**src/hdl/gcb_pkg.sv**
```systemverilog
`default_nettype none

package gcb_pkg;

    // largest glyph side in pixels
    localparam int unsigned MAX_DIM = 256;
    localparam int unsigned DIM_W   = $clog2(MAX_DIM + 1);
    localparam int unsigned POS_W   = $clog2(MAX_DIM);
    localparam int unsigned CNT_W   = 16;
    localparam int unsigned DIVC_W  = $clog2(DIM_W + 1);

    // register indexes
    localparam logic REG_WIDTH  = 1'b0;
    localparam logic REG_HEIGHT = 1'b1;

    // balance codes
    localparam logic [1:0] CODE_LIGHTER  = 2'd1;
    localparam logic [1:0] CODE_BALANCED = 2'd2;
    localparam logic [1:0] CODE_HEAVIER  = 2'd3;

    typedef enum logic [3:0] {
        S_PREP = 4'b0001,
        S_DIV  = 4'b0010,
        S_RUN  = 4'b0100,
        S_OUT  = 4'b1000
    } state_t;

    function automatic logic [DIM_W-1:0] clamp_dim(input logic [DIM_W-1:0] v);
        logic [DIM_W-1:0] r;
        if (v == '0)
            r = DIM_W'(1);
        else if (v > DIM_W'(MAX_DIM))
            r = DIM_W'(MAX_DIM);
        else
            r = v;
        return r;
    endfunction

    function automatic logic [1:0] balance_code(input logic [CNT_W-1:0] top,
                                                input logic [CNT_W-1:0] bottom);
        logic [1:0] c;
        if (top < bottom)
            c = CODE_LIGHTER;
        else if (top > bottom)
            c = CODE_HEAVIER;
        else
            c = CODE_BALANCED;
        return c;
    endfunction

endpackage

`default_nettype wire

```
**src/hdl/glyph_compass_balance.sv**
```systemverilog
`default_nettype none

// channel   direction  handshake             payload
// in        sink       in_valid / in_stall   letter
// out       source     out_valid / out_stall upright_code, turned_code, direction
// cfg       sink       cfg_valid / cfg_ready cfg_index, cfg_data
//
// a pixel item is taken in one cycle while a row is running
// each row first passes through the setup state S_PREP; a scored row then runs
// the shared restoring divider (S_DIV) that works out width/k for the window inset
// before its pixels are taken; in stays stalled outside a running row
// after the last pixel of the turned pass the result waits in the output
// register and no pixel is taken until it is accepted
// rst_n clears all control state; any config write restarts the stream

module glyph_compass_balance (
    input  wire logic                       clk,
    input  wire logic                       rst_n,
    input  wire logic                       in_valid,
    output logic                            in_stall,
    input  wire logic                       letter,
    output logic                            out_valid,
    input  wire logic                       out_stall,
    output logic [1:0]                      upright_code,
    output logic [1:0]                      turned_code,
    output logic [3:0]                      direction,
    input  wire logic                       cfg_valid,
    output logic                            cfg_ready,
    input  wire logic                       cfg_index,
    input  wire logic [gcb_pkg::DIM_W-1:0]  cfg_data
);

    localparam int unsigned DW = gcb_pkg::DIM_W;
    localparam int unsigned PW = gcb_pkg::POS_W;
    localparam int unsigned CW = gcb_pkg::CNT_W;
    localparam int unsigned VW = gcb_pkg::DIVC_W;

    // configuration
    logic [DW-1:0] width_reg, width_next;
    logic [DW-1:0] height_reg, height_next;

    // sequencer and stream position
    gcb_pkg::state_t state_reg, state_next;
    logic            pass_reg, pass_next;
    logic [PW-1:0]   row_reg, row_next;
    logic [PW-1:0]   col_reg, col_next;
    logic [CW-1:0]   top_cnt_reg, top_cnt_next;
    logic [CW-1:0]   bot_cnt_reg, bot_cnt_next;
    logic [1:0]      first_code_reg, first_code_next;

    // row setup
    logic            scored_reg, scored_next;
    logic            is_top_reg, is_top_next;
    logic [PW-1:0]   k_reg, k_next;
    logic [PW-1:0]   inset_reg, inset_next;

    // shared divider
    logic [PW-1:0]   rem_reg, rem_next;
    logic [DW-1:0]   quo_reg, quo_next;
    logic [VW-1:0]   div_cnt_reg, div_cnt_next;

    // result registers
    logic [1:0]      up_code_reg, up_code_next;
    logic [1:0]      tn_code_reg, tn_code_next;

    logic            cfg_fire;
    logic            in_fire;
    logic [DW-1:0]   w_up, h_up, cur_w, cur_h, hh;
    logic [DW-1:0]   row9, col9, inset9, row_inc, col_inc;
    logic            row_top, row_bot;
    logic [DW-1:0]   k9;
    logic [DW-1:0]   rem_sh, rem_diff;
    logic            q_bit;
    logic [DW-1:0]   quo_final, inset_calc;
    logic            in_window, counted;
    logic [CW-1:0]   top_upd, bot_upd;
    logic [1:0]      pass_code;

    assign cfg_ready = 1'b1;
    assign cfg_fire  = cfg_valid && cfg_ready;
    assign in_stall  = (state_reg != gcb_pkg::S_RUN);
    assign in_fire   = in_valid && !in_stall;
    assign out_valid = (state_reg == gcb_pkg::S_OUT);

    assign upright_code = up_code_reg;
    assign turned_code  = tn_code_reg;
    assign direction    = {tn_code_reg, up_code_reg};

    // current pass geometry, turned pass swaps the sides
    assign w_up  = gcb_pkg::clamp_dim(width_reg);
    assign h_up  = gcb_pkg::clamp_dim(height_reg);
    assign cur_w = pass_reg ? h_up : w_up;
    assign cur_h = pass_reg ? w_up : h_up;
    assign hh    = cur_h >> 1;

    assign row9    = {1'b0, row_reg};
    assign col9    = {1'b0, col_reg};
    assign inset9  = {1'b0, inset_reg};
    assign row_inc = row9 + DW'(1);
    assign col_inc = col9 + DW'(1);

    // k is the distance from the nearer outer edge plus one, zero for the middle row
    assign row_top = (row9 < hh);
    assign row_bot = (row9 >= (cur_h - hh));
    assign k9      = row_top ? row_inc : (row_bot ? (cur_h - row9) : '0);

    // one restoring step a cycle
    assign rem_sh    = {rem_reg, quo_reg[DW-1]};
    assign q_bit     = (rem_sh >= {1'b0, k_reg});
    assign rem_diff  = q_bit ? (rem_sh - {1'b0, k_reg}) : rem_sh;
    assign quo_final = {quo_reg[DW-2:0], q_bit};
    assign inset_calc = (cur_w >> 1) - (quo_final >> 1);

    // funnel window test and count update
    assign in_window = (col9 >= inset9) && (col9 < (cur_w - inset9));
    assign counted   = scored_reg && letter && in_window;
    assign top_upd   = top_cnt_reg + CW'(counted && is_top_reg);
    assign bot_upd   = bot_cnt_reg + CW'(counted && !is_top_reg);
    assign pass_code = gcb_pkg::balance_code(top_upd, bot_upd);

    always_comb
    begin
        width_next      = width_reg;
        height_next     = height_reg;
        state_next      = state_reg;
        pass_next       = pass_reg;
        row_next        = row_reg;
        col_next        = col_reg;
        top_cnt_next    = top_cnt_reg;
        bot_cnt_next    = bot_cnt_reg;
        first_code_next = first_code_reg;
        scored_next     = scored_reg;
        is_top_next     = is_top_reg;
        k_next          = k_reg;
        inset_next      = inset_reg;
        rem_next        = rem_reg;
        quo_next        = quo_reg;
        div_cnt_next    = div_cnt_reg;
        up_code_next    = up_code_reg;
        tn_code_next    = tn_code_reg;

        unique case (state_reg)
            gcb_pkg::S_PREP:
            begin
                // classify the row and start the inset division if it is scored
                scored_next = row_top || row_bot;
                is_top_next = row_top;
                k_next      = k9[PW-1:0];
                rem_next    = '0;
                quo_next    = cur_w;
                div_cnt_next = VW'(DW);
                if (row_top || row_bot)
                    state_next = gcb_pkg::S_DIV;
                else
                    state_next = gcb_pkg::S_RUN;
            end
            gcb_pkg::S_DIV:
            begin
                rem_next     = rem_diff[PW-1:0];
                quo_next     = quo_final;
                div_cnt_next = div_cnt_reg - VW'(1);
                if (div_cnt_reg == VW'(1))
                begin
                    inset_next = inset_calc[PW-1:0];
                    state_next = gcb_pkg::S_RUN;
                end
            end
            gcb_pkg::S_RUN:
            begin
                if (in_fire)
                begin
                    top_cnt_next = top_upd;
                    bot_cnt_next = bot_upd;
                    col_next     = col_inc[PW-1:0];
                    if (col_inc >= cur_w)
                    begin
                        col_next   = '0;
                        row_next   = row_inc[PW-1:0];
                        state_next = gcb_pkg::S_PREP;
                        if (row_inc >= cur_h)
                        begin
                            // end of pass
                            row_next     = '0;
                            inset_next   = '0;
                            top_cnt_next = '0;
                            bot_cnt_next = '0;
                            if (!pass_reg)
                            begin
                                first_code_next = pass_code;
                                pass_next       = 1'b1;
                            end
                            else
                            begin
                                up_code_next    = first_code_reg;
                                tn_code_next    = pass_code;
                                pass_next       = 1'b0;
                                first_code_next = '0;
                                state_next      = gcb_pkg::S_OUT;
                            end
                        end
                    end
                end
            end
            gcb_pkg::S_OUT:
            begin
                if (!out_stall)
                    state_next = gcb_pkg::S_PREP;
            end
            default:
            begin
                state_next = gcb_pkg::S_PREP;
            end
        endcase

        // a register write restarts the stream
        if (cfg_fire)
        begin
            unique case (cfg_index)
                gcb_pkg::REG_WIDTH:  width_next  = cfg_data;
                gcb_pkg::REG_HEIGHT: height_next = cfg_data;
                default:             width_next  = cfg_data;
            endcase
            state_next      = gcb_pkg::S_PREP;
            pass_next       = 1'b0;
            row_next        = '0;
            col_next        = '0;
            inset_next      = '0;
            top_cnt_next    = '0;
            bot_cnt_next    = '0;
            first_code_next = '0;
        end
    end

    always_ff @(posedge clk or negedge rst_n)
    begin
        if (!rst_n)
        begin
            width_reg      <= DW'(1);
            height_reg     <= DW'(1);
            state_reg      <= gcb_pkg::S_PREP;
            pass_reg       <= 1'b0;
            row_reg        <= '0;
            col_reg        <= '0;
            top_cnt_reg    <= '0;
            bot_cnt_reg    <= '0;
            first_code_reg <= '0;
            inset_reg      <= '0;
            div_cnt_reg    <= '0;
        end
        else
        begin
            width_reg      <= width_next;
            height_reg     <= height_next;
            state_reg      <= state_next;
            pass_reg       <= pass_next;
            row_reg        <= row_next;
            col_reg        <= col_next;
            top_cnt_reg    <= top_cnt_next;
            bot_cnt_reg    <= bot_cnt_next;
            first_code_reg <= first_code_next;
            inset_reg      <= inset_next;
            div_cnt_reg    <= div_cnt_next;
        end
    end

    // payload registers
    always_ff @(posedge clk)
    begin
        scored_reg  <= scored_next;
        is_top_reg  <= is_top_next;
        k_reg       <= k_next;
        rem_reg     <= rem_next;
        quo_reg     <= quo_next;
        up_code_reg <= up_code_next;
        tn_code_reg <= tn_code_next;
    end

    // a pixel is only taken while a row runs and no result is pending
    a_in_only_running: assert property (@(posedge clk) disable iff (!rst_n)
        in_fire |-> (state_reg == gcb_pkg::S_RUN) && !out_valid)
        else $error("pixel taken outside a running row");

    // the window inset never passes the middle of the row
    a_inset_bound: assert property (@(posedge clk) disable iff (!rst_n)
        (state_reg == gcb_pkg::S_RUN) |-> (inset9 <= (cur_w >> 1)))
        else $error("window inset beyond half width");

    // a taken result leaves the block at the start of an upright pass
    a_restart_after_result: assert property (@(posedge clk) disable iff (!rst_n)
        (out_valid && !out_stall) |=> (!pass_reg && row_reg == '0 && col_reg == '0
            && state_reg == gcb_pkg::S_PREP))
        else $error("stream not restarted after result");

    // the divider runs only for a scored row with a nonzero divisor
    a_div_scored: assert property (@(posedge clk) disable iff (!rst_n)
        (state_reg == gcb_pkg::S_DIV) |-> (scored_reg && k_reg != '0))
        else $error("division started for an unscored row");

endmodule

`default_nettype wire
```
**config.mk**
```make
export PLATFORM = sky130hd
export DESIGN_NAME = glyph_compass_balance
export DESIGN_NICKNAME = d
export VERILOG_FILES = /design/src/hdl/gcb_pkg.sv /design/src/hdl/glyph_compass_balance.sv
export SDC_FILE = /design/constraint.sdc
export NUM_CORES = 1
export LEC_CHECK = 0
export BUFFER_PORTS_ARGS = -buffer_cell sky130_fd_sc_hd__buf_2
export CAP_MARGIN = 5
export CORE_UTILIZATION = 58
export CTS_CLUSTER_SIZE = 25
export DETAILED_ROUTE_END_ITERATION = 10
export GPL_ROUTABILITY_DRIVEN = 0
export PLACE_DENSITY = 0.78
export SYNTH_ARGS = -nofsm -noshare
export SYNTH_HDL_FRONTEND = slang
export SYNTH_SLANG_ARGS = --single-unit
```
**constraint.sdc**
```tcl
create_clock -name clk -period 6 [get_ports clk]
set_input_delay 0.9 -clock clk [delete_from_list [all_inputs] [get_ports clk]]
set_output_delay 0.9 -clock clk [all_outputs]
set_load 0.02 [all_outputs]
```
* Word level (Yosys, flattened, before mapping)
Index checks and enable logic that the tools add are counted.
Storage, ports and cells: register bits after elaboration 116, output and inout bits 11, input bits 16
Operators by class: equality and inequality tests 11, $lt $le $gt $ge 11, add/subtract/negate cells 10, bitwise gates (word level) 1, mux-type cells 60, reductions and logical operators 25
Operators by type and width (count):
- $mux W16 | 10
- $mux W8 | 17
- $mux W9 | 6
- $add A16 B1 Y16 | 2
- $pmux W8 S2 | 2
- $mux W4 | 7
- $sub A8 B8 Y8 | 3
- $add A8 B1 Y9 const B | 2
- $ge A9 B9 Y1 | 2
- $gt A9 B9 Y1 const B | 2
- $logic_not A9 Y1 | 2
- $pmux W9 S2 | 1
- $sub A9 B8 Y9 | 2
- $gt A16 B16 Y1 | 1
- $lt A16 B16 Y1 | 1
- $pmux W4 S4 | 1
- $mux W2 | 7
- $ne A3 B3 Y1 const B | 4
- $reduce_and A5 Y1 | 2
- $reduce_bool A2 Y1 | 5
- $ge A8 B9 Y1 | 1
- $ge A9 B8 Y1 | 1
- $lt A8 B9 Y1 | 1
- $eq A4 B1 Y1 const B | 2
- other kinds (19) | 34

* Depth between registers and ports, before layout
Gate-level depths: netlist of the first run.
depth in word-level cells 19, gate-level depth with buffers 34

* Least setup slack after synthesis of the first run
OpenSTA, ideal clock, no wires.
path type register to register, start register pass_reg, end register tn_code_reg[0], in the netlist turned_code[0], data pin, stages on the path, launching flop included 35, data required time 5749 ps, arrival time 5960 ps, library setup time 251 ps, clock period less this slack 6212 ps, setup slack -212 ps, cell sequence dfrtp_1 > buf_2 > inv_1 > clkbuf_1 > and2_1 > a31oi_1 > inv_1 > ha_1 > nor2b_1 > o21ai_0 > a21oi_1 > o21ai_0 > nand2b_1 > xnor2_1 > ha_1 > o2111ai_1 > a21oi_1 > a2111oi_0 > nor2_1 > o21a_1 > nor4_1 > ha_1 > ha_1 > inv_1 > nor2_1 > nand2_1 > or2_2 > and2_1 > ha_1 > nand2_1 > nor4_1 > o21ai_0 > a41oi_1 > and2_1 > inv_1
On the way: word-level cells in the longest chain between the ends 10, elaborated cells on any way between the ends 13
Ends and longest elaborated chain:
- from (decl) | RTL line glyph_compass_balance.sv:44 | logic pass_reg, pass_next;
- from (signal assigned) | RTL line glyph_compass_balance.sv:255 | pass_reg <= pass_next;
- $mux W9 (*) | RTL line glyph_compass_balance.sv:92 | assign cur_w = pass_reg ? h_up : w_up;
- $sub A9 B8 Y9 (*) | RTL line glyph_compass_balance.sv:115 | assign in_window = (col9 >= inset9) && (col9 < (cur_w - inset9));
- $lt A8 B9 Y1 (*) | RTL line glyph_compass_balance.sv:115
- $logic_and A1 B1 Y1 (*) | RTL line glyph_compass_balance.sv:115
- $logic_and A1 B1 Y1 (*) | RTL line glyph_compass_balance.sv:116 | assign counted = scored_reg && letter && in_window;
- $logic_and A1 B1 Y1 (on tied branches) | RTL line glyph_compass_balance.sv:117, glyph_compass_balance.sv:118
- $add A16 B1 Y16 (on tied branches) | RTL line glyph_compass_balance.sv:117, glyph_compass_balance.sv:118
- $gt A16 B16 Y1 | RTL line gcb_pkg.sv:44 | else if (top > bottom)
- $mux W1 | RTL line gcb_pkg.sv:44
- $mux W2 (*) | RTL line gcb_pkg.sv:42 | if (top < bottom)
- named net pass_code[0] | RTL line glyph_compass_balance.sv:77 | logic [1:0] pass_code;
- to (signal assigned) | RTL line glyph_compass_balance.sv:275 | tn_code_reg <= tn_code_next;
- to (decl) | RTL line glyph_compass_balance.sv:64 | logic [1:0] tn_code_reg, tn_code_next;
Mark *: on every way through the listed nets, which the timed path passes. The rest lies on a longest branch. A chain may end at the register's enable or synchronous reset.

* Worst setup path in the final report of the first run
start register height_reg[4], end register tn_code_reg[0], in the netlist turned_code[0], data pin
On the way: word-level cells in the longest chain between the ends 13, elaborated cells on any way between the ends 17
Ends and longest elaborated chain:
- from (decl) | RTL line glyph_compass_balance.sv:40 | logic [DW-1:0] height_reg, height_next;
- from (signal assigned) | RTL line glyph_compass_balance.sv:253 | height_reg <= height_next;
- $gt A9 B9 Y1 | RTL line gcb_pkg.sv:32 | else if (v > DIM_W'(MAX_DIM))
- $mux W9 | RTL line gcb_pkg.sv:32
- $mux W9 (*) | RTL line gcb_pkg.sv:30 | if (v == '0)
- $mux W9 (*) | RTL line glyph_compass_balance.sv:92
- $sub A9 B8 Y9 (*) | RTL line glyph_compass_balance.sv:115
- $lt A8 B9 Y1 (*) | RTL line glyph_compass_balance.sv:115
- $logic_and A1 B1 Y1 (*) | RTL line glyph_compass_balance.sv:115
- $logic_and A1 B1 Y1 (*) | RTL line glyph_compass_balance.sv:116
- $logic_and A1 B1 Y1 (on tied branches) | RTL line glyph_compass_balance.sv:117, glyph_compass_balance.sv:118
- $add A16 B1 Y16 (on tied branches) | RTL line glyph_compass_balance.sv:117, glyph_compass_balance.sv:118
- $gt A16 B16 Y1 | RTL line gcb_pkg.sv:44
- $mux W1 | RTL line gcb_pkg.sv:44
- $mux W2 (*) | RTL line gcb_pkg.sv:42
- named net pass_code[0] | RTL line glyph_compass_balance.sv:77
Marks and branches as above.

==> flow_summary.ini, run 1 <==
[clock_tree]
numCtsBuffers = 17
htree_num_levels = 4
clockRootBuffer = clkbuf_16
cts_hold_buffers = 0
clk_pin_slew_ps = 60
clk_latency_ps = 430
numClockSinks = 116
cts_tree = done
cts_buffer_depth = 2

[setup_path]
crit_path_start_kind = register
worstSetupEndpointType = register
worst-setup-path-type = register to register
slowest_stage = dfrtp_1
max_stage_delay_ps = 400
cp.arrival_ps = 6250
crit_required_ps = 6190
cp_max_fo = 4
cp_common_cell = nor2_2

[floorplan]
dieArea_sq_mm = 0.0160
core-area_sq_mm = 0.0152
row_count = 45
dieHeight_microns = 127
die_w_microns = 127
io_pins = 27
initial_core_util_pct = 59.3

[power_and_ir_drop]
pwr-share-clk_pct = 28.6
p_int_w = 0.00219
vdd_drop_max_mv = 0.227
switching_share_pct = 37.2
seqPwrFrac_pct = 30.8
p_comb_share_pct = 40.6
leakagePower_nw = 4.79
pwr_density_cell_mw_per_mm2 = 330
switchingPower_w = 0.00130

[route]
route.detailed.drc = 0
wirelength_microns = 23000
drt.antenna.violating_nets = 0
post_drt_wl_per_cell_microns = 18.5
vias_per_cell = 6.17
dr.pass1.iters = 5
vias = 7633
first_iter_violations = 510

[place]
hpwlAfterDp_microns = 16600
portBuffers = 25
pre_cts_slack_ps = -416
place_area_sq_mm = 0.00967

[final_layout]
fillCellCount = 1135
fin_area_sq_mm = 0.0106
antenna_cells = 0
syn_to_final_growth_pct = 17.3
postLayoutCoreUtil_pct = 69.5
layout-drive-gt1-share_pct = 20.1
finish.net_count = 1168

[synth]
synth_edf_count = 31
ys_warn_count = 0
seq_area_frac_synth_pct = 34.0
synth_cell_type_count = 76
synthCells = 955
syn_nets = 1086
syn_area_sq_mm = 0.00901
ys_ff_latch = 116
async_reset_ff_share_pct = 73.3
avgSynthCellArea_sq_um = 9.43
synth_flop_cell = dfrtp_1

[global_route]
antenna_found_initial = 0
grt_overflow = 0
grt_pass1_vias = 7324
grt_max_degree = 63
grt_use_total_pct = 29.2
grt_pass1_wl_microns = 36600

[sta]
skew_ps = 13.4
final_hold_viol_count = 0
rsz0062_at_grt = yes
fin_ws_ps = -58.3
slew_viol_final = 0
slew_headroom_pct = 21.6
max_freq_mhz = 165
tightest_slew_ps = 1170
min_period_over_period_pct = 101
fin_crit_ps = 6060
holdWs_ps = 367
setup_viol = 1

[min_path]
holdCritPathClass = input port to async pin

[outcome]
status = finished with violations
violations = setup timing

[run]
cap_violations = 0
[cell usage in the layout, fill, tap and decap left out, drive strengths merged, types with 5 or more instances in the layout]
cell type	n
nor3	21
fa	5
a21o	15
edfxtp	31
a31oi	18
nor4	9
nand2	67
a211oi	8
clkinvlp	5
a22o	18
a21oi	43
mux2i	6
ha	110
dfrtp	82
and4	6
mux2	17
o21bai	6
nand3	32
inv	83
buf	89
nand4	11
clkinv	6
o2bb2ai	10
and2	9
xor2	31
nor2	60
o22ai	8
clkbuf	18
and3	16
o21ai	70
nand2b	17
nor2b	12
o21a	14
xnor2	29
o211ai	7
nor4b	5
[repair_timing]
action | 4_1_cts | 5_1_grt
pin swaps | 18 | 33
setup buffers | 4 | 6
gates resized for setup | 19 | 42
setup endpoints to repair | 4 | 4
[stage by stage]
| stage | TNS [ps] | total power [W] | instances |
|---|---|---|---|
| 2_1_floorplan | 0 | 0.00212 | 955 |
| 5_1_grt | -1200 | 0.00369 | 1238 |
| 3_5_place_dp | -1290 | 0.00244 | 1196 |
| 4_1_cts | 0 | 0.00346 | 1232 |
| 3_3_place_gp | -217 | 0.00241 | 1196 |
| 6_report | -58.3 | 0.00348 | 1238 |
[power by group through the flow]
stage          Combinational (W)  Sequential [W]  Clock [W]
5_1_grt                  0.00157         0.00109    0.00103
3_5_place_dp             0.00136         0.00108          0
4_1_cts                  0.00139         0.00107    0.00100
2_1_floorplan            0.00106         0.00106          0
6_report                 0.00141         0.00107   0.000997
3_3_place_gp             0.00134         0.00108          0
[cell families after synthesis]
group | synth area share, %
multiplexers | 2.79
AO/OA/AOI/OAI | 19.8
flip-flops | 34.0
XOR/XNOR | 5.92
buffers and inverters | 4.92
AND/OR/NAND/NOR | 16.2
other | 0.0416
adder cells (fa/ha/maj) | 16.4
[layer usage]
metal	vias up	part of all wire (%)	global-route usage (%)
met5	-	0	0
met4	0	3.5	14.3
met3	57	6.0	5.31
met2	288	48	48.1
met1	3634	43	37.1
li1	3654	-	-
[cell usage after synthesis, drive strengths merged (5+ instances only)]
cell	number	area (sq um)
a22o	18	158
nor4	9	56.3
o211ai	7	57.6
o21ai	70	365
mux2	17	191
o21a	14	105
nor3	21	115
o2bb2ai	10	87.6
and2	9	56.3
mux2i	6	60.1
xnor2	29	254
nand2	67	254
nand2b	17	106
nor4b	5	73.8
nand4	11	83.8
nor2	60	225
a21oi	43	223
o21bai	6	45.0
a21o	15	113
a31oi	18	119
and3	16	100
nor2b	12	82.6
buf	14	90.1
a211oi	8	70.1
ha	110	1380
inv	82	308
o22ai	8	50.1
edfxtp	31	931
xor2	31	279
fa	5	100
clkbuf	12	45.0
nand3	32	160
dfrtp	82	2050
and4	6	52.6
[worst paths after layout]
| kind | startpoint | to | slack, ps | cells past startpoint |
|---|---|---|---|---|
| max | height_reg[4]$_DFFE_PN0P_ | turned_code[0]$_DFFE_PP_ | -60 | 31 |
| min | rst_n | top_cnt_reg[15]$_DFFE_PN0P_ | 370 | 1 |
| max reg2reg | height_reg[4]$_DFFE_PN0P_ | turned_code[0]$_DFFE_PP_ | -60 | 31 |
| min reg2reg | first_code_reg[1]$_DFFE_PN0P_ | upright_code[1]$_DFFE_PP_ | 460 | 0 |
| max in group asynchronous | rst_n | height_reg[5]$_DFFE_PN0P_ | 4500 | 2 |
| min in group clk | first_code_reg[1]$_DFFE_PN0P_ | upright_code[1]$_DFFE_PP_ | 460 | 0 |
[critical path: cells and delay by family, from the launching register on]
family                     cells  cell delay, ps
and+or+nand+nor               13            2190
adders and majority gates      6            1260
AOI/OAI and AO/OA              7            1190
xor gates and xnor gates       2             470
DFF                            1             400
buffers and inverters          3             300
[final cells by class]
cell class                      count  area [sq um]  share of cell area, %
Inverter                           82           308                   2.91
Multi-Input combinational cell    731          5780                   54.6
Clock inverter                     14           139                   1.31
Sequential cell                   116          3060                   29.0
Tap cell                          188           235                   2.23
Clock buffer                       18           429                   4.06
Timing Repair Buffer               89           623                   5.89
(Power assumes the default switching activity.)
==> run 2: changes to the inputs <==
Settings changed: CORE_UTILIZATION 58 to 50, PLACE_DENSITY 0.78 to 0.69.
==> run 2 against run 1 <==
Net effect:
- clock power is 17% higher
- via count is 2.1% lower
- critical path type unchanged
- non-clock buffer count is 1 higher
- fmax is 4.3% higher
- highest routed layer unchanged
- clock skew is 1.2 ps lower
- design area is 2.2% higher
- final cell count is 3.1% higher
- the run now ends clean
==> flow_summary.ini, run 2 (synthesis results as in run 1) <==
[route]
route.detailed.drc = 0
post_drt_wl_per_cell_microns = 18.1
vias = 7476
dr.pass1.iters = 4
drt.antenna.violating_nets = 0
vias_per_cell = 5.86
wirelength_microns = 23100
first_iter_violations = 407

[global_route]
grt-busiest-layer = met2
use_met1_pct = 33.0
grt_pass1_vias = 7526
grt_overflow = 0
grt_pass1_wl_microns = 37700
grt_use_met3_pct = 4.96
grt_max_degree = 46
antenna_found_initial = 0
gr-usage-met2_pct = 44.4
grt_use_total_pct = 26.5

[setup_path]
slowest_stage = dfrtp_1
crit_required_ps = 6190
cp_common_cell = ha_4
worstSetupEndpointType = register
worst-setup-path-type = register to register
max_stage_delay_ps = 410
cp.arrival_ps = 6000
crit_path_start_kind = register
cp_max_fo = 4

[floorplan]
row_count = 48
dieArea_sq_mm = 0.0186
initial_core_util_pct = 51.7
dieHeight_microns = 136
die_w_microns = 136
io_pins = 27
core-area_sq_mm = 0.0174

[sta]
slew_viol_final = 0
fin_crit_ps = 5810
tightest_slew_ps = 1100
final_hold_viol_count = 0
setup_viol = 0
max_freq_mhz = 172
fin_ws_ps = 189
skew_ps = 12.2
min_period_over_period_pct = 96.8
rsz0062_at_grt = yes
slew_headroom_pct = 26.6

[place]
hpwlAfterDp_microns = 17100
pre_cts_slack_ps = -277
place_area_sq_mm = 0.00976
portBuffers = 25

[outcome]
status = finished, final reports clean

[clock_tree]
clockRootBuffer = clkbuf_16
htree_num_levels = 4
cts_hold_buffers = 0
numCtsBuffers = 17
cts_buffer_depth = 2
clk_pin_slew_ps = 60
cts_tree = done
clk_latency_ps = 430
numClockSinks = 116

[final_layout]
finish.net_count = 1169
layout-drive-gt1-share_pct = 20.7
fin_area_sq_mm = 0.0108
fillCellCount = 1470
antenna_cells = 0
final_common_cell = ha_1
layout_common_cells = 103 x ha_1, 82 x dfrtp_1, 79 x inv_1
syn_to_final_growth_pct = 19.9

[power_and_ir_drop]
vdd_drop_max_mv = 0.217
leakagePower_nw = 4.87
pwr_density_cell_mw_per_mm2 = 341

[run]
cap_violations = 0

[min_path]
holdCritPathClass = input port to async pin
-- run 2: critical path, delay by kind of cell (launching register included) --
kind / cells / cell delay (ps)
AOI/OAI and AO/OA: 8 / 1450
xor gates and xnor gates: 2 / 300
adders and majority gates: 5 / 1260
buffers and inverters: 4 / 360
DFF: 1 / 410
and+or+nand+nor: 12 / 1790
-- run 2: repair_timing --
action / CTS / global route
setup endpoints to repair: 4 / 4
resized for setup: 15 / 52
pin swaps: 7 / 37
setup buffers: 0 / 6
-- run 2: final cells by class --
| class | count | area [sq um] | area share, % |
|---|---|---|---|
| multi-input combinational | 731 | 5860 | 54.2 |
| sequential | 116 | 3060 | 28.3 |
| timing repair buffer | 90 | 627 | 5.80 |
| clock buffer | 20 | 468 | 4.33 |
| inverter | 82 | 308 | 2.85 |
| tap | 225 | 282 | 2.61 |
| clock inverter | 12 | 199 | 1.84 |
-- run 2: final timing paths --
path / startpoint / end / slack, ps / cells after the start
max reg2reg: width_reg[1]$_DFFE_PN0P_ / turned_code[0]$_DFFE_PP_ / 190 / 31
min: rst_n / top_cnt_reg[10]$_DFFE_PN0P_ / 460 / 1
min reg2reg: first_code_reg[0]$_DFFE_PN0P_ / upright_code[0]$_DFFE_PP_ / 460 / 0
max: width_reg[1]$_DFFE_PN0P_ / turned_code[0]$_DFFE_PP_ / 190 / 31
min in group clk: first_code_reg[0]$_DFFE_PN0P_ / upright_code[0]$_DFFE_PP_ / 460 / 0
max in group asynchronous: rst_n / width_reg[1]$_DFFE_PN0P_ / 4530 / 2
-- run 2: where the power goes --
group / internal (W) / switching, W
logic: 0.000609 / 0.000829
clock network: 0.000773 / 0.000396
registers: 0.000987 / 0.0000869
-- run 2: per-layer routing --
| layer | vias up | share of wire (%) |
|---|---|---|
| li1 | 3657 | - |
| met1 | 3575 | 44 |
| met2 | 191 | 49 |
| met3 | 53 | 4.1 |
| met4 | 0 | 3.3 |
| met5 | - | 0 |
-- run 2: stage by stage --
step | setup TNS (ps) | utilization [%] | std cells | power (W) | hold slack [ps]
finish | 0 | 62.0 | 1276 | 0.00368 | 459
global route | -289 | 62.0 | 1276 | 0.00390 | 462
CTS | 0 | 60.2 | 1270 | 0.00365 | 459
detailed placement | -663 | 56.0 | 1238 | 0.00246 | 446
global placement | -95.3 | 56.0 | 1238 | 0.00243 | 432
floorplan | 0 | - | 955 | 0.00212 | 425
